$ cat src/hdl/lea_pkg.sv
`default_nettype none
// ----------------------------------------------------------------------------
// lea_pkg
// Shared types, codes and constants of the label extent allocator.
// ----------------------------------------------------------------------------
package lea_pkg;

  localparam int unsigned LABEL_COUNT_DEF = 256;
  localparam int unsigned KIND_W          = 3;
  localparam int unsigned LABEL_W         = 8;
  localparam int unsigned AMOUNT_W        = 24;
  localparam int unsigned POS_W           = 32;
  localparam int unsigned STATUS_W        = 3;
  localparam int unsigned CFG_IDX_W       = 1;
  localparam int unsigned CFG_DATA_W      = 32;

  typedef logic [KIND_W-1:0]    kind_t;
  typedef logic [STATUS_W-1:0]  status_t;
  typedef logic [1:0]           lstate_t;
  typedef logic [CFG_IDX_W-1:0] cfg_idx_t;

  localparam kind_t KIND_QUERY   = 3'd0;
  localparam kind_t KIND_RESERVE = 3'd1;
  localparam kind_t KIND_NEXT    = 3'd2;
  localparam kind_t KIND_DELETE  = 3'd3;
  localparam kind_t KIND_GIVE    = 3'd4;
  localparam kind_t KIND_RESIZE  = 3'd5;

  localparam status_t STS_OK         = 3'd0;
  localparam status_t STS_IN_USE     = 3'd1;
  localparam status_t STS_RESERVED   = 3'd2;
  localparam status_t STS_DELETED    = 3'd3;
  localparam status_t STS_NO_FREE    = 3'd4;
  localparam status_t STS_NOT_IN_USE = 3'd5;
  localparam status_t STS_EXHAUSTED  = 3'd6;

  localparam lstate_t LS_FREE     = 2'd0;
  localparam lstate_t LS_RESERVED = 2'd1;
  localparam lstate_t LS_USED     = 2'd2;
  localparam lstate_t LS_DELETED  = 2'd3;

  localparam cfg_idx_t CFG_START_POSITION = 1'd0;
  localparam cfg_idx_t CFG_START_LABEL    = 1'd1;

  typedef enum logic [1:0] {
    ST_IDLE,
    ST_READ,
    ST_EXEC,
    ST_SEARCH
  } ctrl_state_t;

  typedef struct packed {
    logic load;
    logic rd_en;
    logic exec;
    logic srch_step;
    logic srch_commit;
  } dp_cmd_t;

  typedef struct packed {
    logic is_search;
    logic out_free;
    logic srch_done;
  } dp_stat_t;

endpackage : lea_pkg
`default_nettype wire

$ cat src/hdl/lea_ctrl.sv
`default_nettype none
// ----------------------------------------------------------------------------
// lea_ctrl
// Sequencer: accepts one beat, steps it through table read and update or
// through the free label walk, and hands it to the result register.
// ----------------------------------------------------------------------------
module lea_ctrl (
  input  wire logic              clk,
  input  wire logic              rst_n,
  input  wire logic              in_valid,
  output logic                   in_ready,
  input  wire lea_pkg::dp_stat_t stat,
  output lea_pkg::dp_cmd_t       cmd
);
  import lea_pkg::*;

  ctrl_state_t state_r;
  ctrl_state_t state_nxt;

  always_ff @(posedge clk) begin
    if (!rst_n) begin
      state_r <= ST_IDLE;
    end else begin
      state_r <= state_nxt;
    end
  end

  always_comb begin
    state_nxt = state_r;
    case (state_r)
      ST_IDLE: begin
        if (in_valid) begin
          state_nxt = stat.is_search ? ST_SEARCH : ST_READ;
        end
      end
      ST_READ: begin
        state_nxt = ST_EXEC;
      end
      ST_EXEC: begin
        if (stat.out_free) begin
          state_nxt = ST_IDLE;
        end
      end
      ST_SEARCH: begin
        if (stat.srch_done && stat.out_free) begin
          state_nxt = ST_IDLE;
        end
      end
      default: begin
        state_nxt = ST_IDLE;
      end
    endcase
  end

  always_comb begin
    in_ready = 1'b0;
    cmd      = '0;
    case (state_r)
      ST_IDLE: begin
        in_ready = 1'b1;
        cmd.load = in_valid;
      end
      ST_READ: begin
        cmd.rd_en = 1'b1;
      end
      ST_EXEC: begin
        cmd.exec = stat.out_free;
      end
      ST_SEARCH: begin
        cmd.srch_step   = !stat.srch_done;
        cmd.srch_commit = stat.srch_done && stat.out_free;
      end
      default: begin
        in_ready = 1'b0;
      end
    endcase
  end

endmodule : lea_ctrl
`default_nettype wire

$ cat config.mk
export PLATFORM = sky130hd
export DESIGN_NAME = lea_ctrl
export DESIGN_NICKNAME = d
export VERILOG_FILES = /design/src/hdl/lea_pkg.sv /design/src/hdl/lea_ctrl.sv
export SDC_FILE = /design/constraint.sdc
export NUM_CORES = 1
export LEC_CHECK = 0
export ABC_AREA = 1
export BUFFER_PORTS_ARGS = -buffer_cell sky130_fd_sc_hd__buf_2
export CORE_AREA = 2 2 39 41
export DETAILED_ROUTE_END_ITERATION = 16
export DIE_AREA = 0 0 41 43
export GPL_ROUTABILITY_DRIVEN = 0
export SLEW_MARGIN = 20
export SYNTH_ARGS = -nofsm -noshare
export SYNTH_HDL_FRONTEND = slang
export SYNTH_SLANG_ARGS = --single-unit
$ cat constraint.sdc
create_clock -name clk -period 1 [get_ports clk]
set_clock_uncertainty 0.15 [all_clocks]
set_input_delay 0.3 -clock clk [delete_from_list [all_inputs] [get_ports clk]]
set_output_delay 0.3 -clock clk [all_outputs]
set_load 0.005 [all_outputs]
==> results_dict.tcl <==
set metrics [dict create \
    largestRegisters "state_r: 2 flops" \
    start_kind "flip-flop" \
    async_flop_share_pct 0 \
    ys_warn_count 0 \
    rr_worst_depth 5 \
    numCtsBuffers 3 \
    ant_nets 0 \
    dr.pass1.iters 2 \
    fmax_mhz 727 \
    outcome "finished, violations left" \
    hold_depth 3 \
    finalCriticalPeriod_ns 1.38 \
    syn_to_final_growth_pct 106 \
    synth.distinct_cells 9 \
    clkPwrFrac_pct 47.4 \
    ios 12 \
    grt_overflow 0 \
    worstPathArrival_ns 0.93 \
    rsz0062_at_grt "yes" \
    worstHoldPathType "in -> reg" \
    diodes 0 \
    total_power_mw 0.383 \
    fin_ws_ns -0.375 \
    critPathMaxFanout 5 \
    syn-instance-count 26 \
    drc 0 \
    hold_viol_final 0 \
    synth_nets 32 \
    netlist_area_sq_um 143 \
    maxSlewViolCount 0 \
    dpl.hpwl_um 325 \
    core_area_sq_mm 0.00138 \
    viasPerCell 3.29 \
    wl_per_cell_um 6.81 \
    synthTopCellsByArea "dfxtp_1 (28%), inv_1 (16%), nand2_1 (16%)" \
    synth_common_cells "inv_1 (6), nand2_1 (6), nor2_1 (6)" \
    yosys.area.top_type_share_pct 28.1 \
    switchingPower_mw 0.107 \
    final_nets 51 \
    leakage_nw 0.173 \
    p_int_mw 0.276 \
    grt_max_degree 6 \
    rows 14 \
    num_vias 194 \
    start_util_pct 10.3 \
    htree_levels 1 \
    syn_avg_cell_area_sq_um 5.49 \
    grt_usage_pct 6.01 \
    irDropWorstVdd_v 0.000275 \
    die_area_sq_mm 0.00176 \
    largest_register_ffs 2 \
    ys.flop_type "dfxtp_1" \
    synth_edf_count 0 \
    die_y_um 43 \
    path_clk_slew_ns 0.03 \
    netSwitchingFraction_pct 27.9 \
    die_w_um 41 \
    comb_power_share_pct 25.8 \
    failed_checks "setup timing" \
    grt_pass1_vias 154 \
    antenna_found_initial 0 \
    worst_slew_pin_slew_ns 0.117 \
    powerDensity_mw_per_mm2 1300 \
    slew_headroom_pct 92.1 \
    cts_root_buffer "clkbuf_4" \
    layout_worst_path_cycle_share_pct 138 \
    worst_hold_slack_ns 0.150 \
    port_buffers 11 \
    endpoint_kind "primary output" \
    power_frac_seq_pct 26.8 \
    ys_ff_latch 2 \
    setup_violations 7 \
    clk_latency_ns 0.23 \
    drive_gt1_share_pct 60.5 \
    yosys.area.top_type "dfxtp_1" \
    clock_path_buffers 2 \
    seq_area_frac_synth_pct 28.1 \
    grt_pass1_wl_um 586 \
    path_class "reg -> out" \
    maxCapViolCount 0 \
    drt-total-wl_um 402 \
    dp_slack_ns -0.171 \
    fin_util_pct 21.2 \
    cts.sinks 2 \
    top_register "state_r" \
    drtIter0Drc 2 \
    cts_tree "yes" \
    cp.required_ns 0.55 \
    postCtsSetupRepairBufs 0 \
]
-- worst max-delay path, stage by stage, from the launching register on --
cell and delay [ns]:
dfxtp_4 0.37, inv_2 0.04, nor3_2 0.16, buf_2 0.13
-- power by group through the flow --
| stage | combinational [mW] | clock [mW] | sequential [mW] |
|---|---|---|---|
| finish | 0.0988 | 0.182 | 0.102 |
| global route | 0.110 | 0.204 | 0.104 |
| CTS | 0.0991 | 0.195 | 0.103 |
| detailed placement | 0.0922 | 0 | 0.102 |
| global placement | 0.0914 | 0 | 0.102 |
| floorplan | 0.0428 | 0 | 0.101 |
-- cell usage in the layout, fill, tap and decap left out --
master    netlist  layout
nand2_1         6       5
buf_4           0       1
buf_6           0       2
nor3_2          0       1
inv_2           0       2
nand2_2         1       2
dfxtp_4         0       2
nor2_4          0       1
inv_1           6       4
nand3_1         2       2
nor2_1          6       6
clkbuf_4        0       3
buf_2           0      11
a21boi_2        0       1
-- kinds of logic after synthesis --
family                 Yosys count  synth area share, %
and+or+nand+nor                 17                 50.9
buffers and inverters            6                 15.8
DFF                              2                 28.1
AOI/OAI and AO/OA                1                 5.27
-- layout make-up --
cell class / instances / area (sq um)
Fill cell: 160 / 1090
Multi-Input combinational cell: 18 / 96.3
Timing Repair Buffer: 14 / 85.1
Sequential cell: 2 / 47.5
Clock buffer: 3 / 22.5
Inverter: 6 / 22.5
Tap cell: 16 / 20.0
-- worst paths after layout --
kind,from,to,slack (ns)
max,state_r[0],cmd[0],-0.38
min,rst_n,state_r[1],0.15
max reg2reg,state_r[0],state_r[1],-0.02
min reg2reg,state_r[0],state_r[1],0.46
-- what timing repair did --
item / CTS / global route
gates resized for setup: 4 / 1
gates cloned: 0 / 0
endpoints found under the setup margin: 8 / 8
hold buffers: 0 / 0
pin swaps: 5 / 3
-- metal layers --
metal / track usage [%] / up-vias / wire (um)
li1: - / 112 / -
met1: 6.07 / 68 / 176
met2: 6.25 / 12 / 163
met3: 3.14 / 2 / 43
met4: 10.0 / 0 / 19
met5: 0 / - / 0
-- metrics by stage --
stage               instances  cell area [sq um]  setup TNS, ns
floorplan                  26                160        -0.0710
global placement           56                258         -0.654
detailed placement         56                258         -0.711
CTS                        59                290          -2.02
global route               59                294          -2.32
finish                     59                294          -1.91
Power figures use the tool's default switching activity.
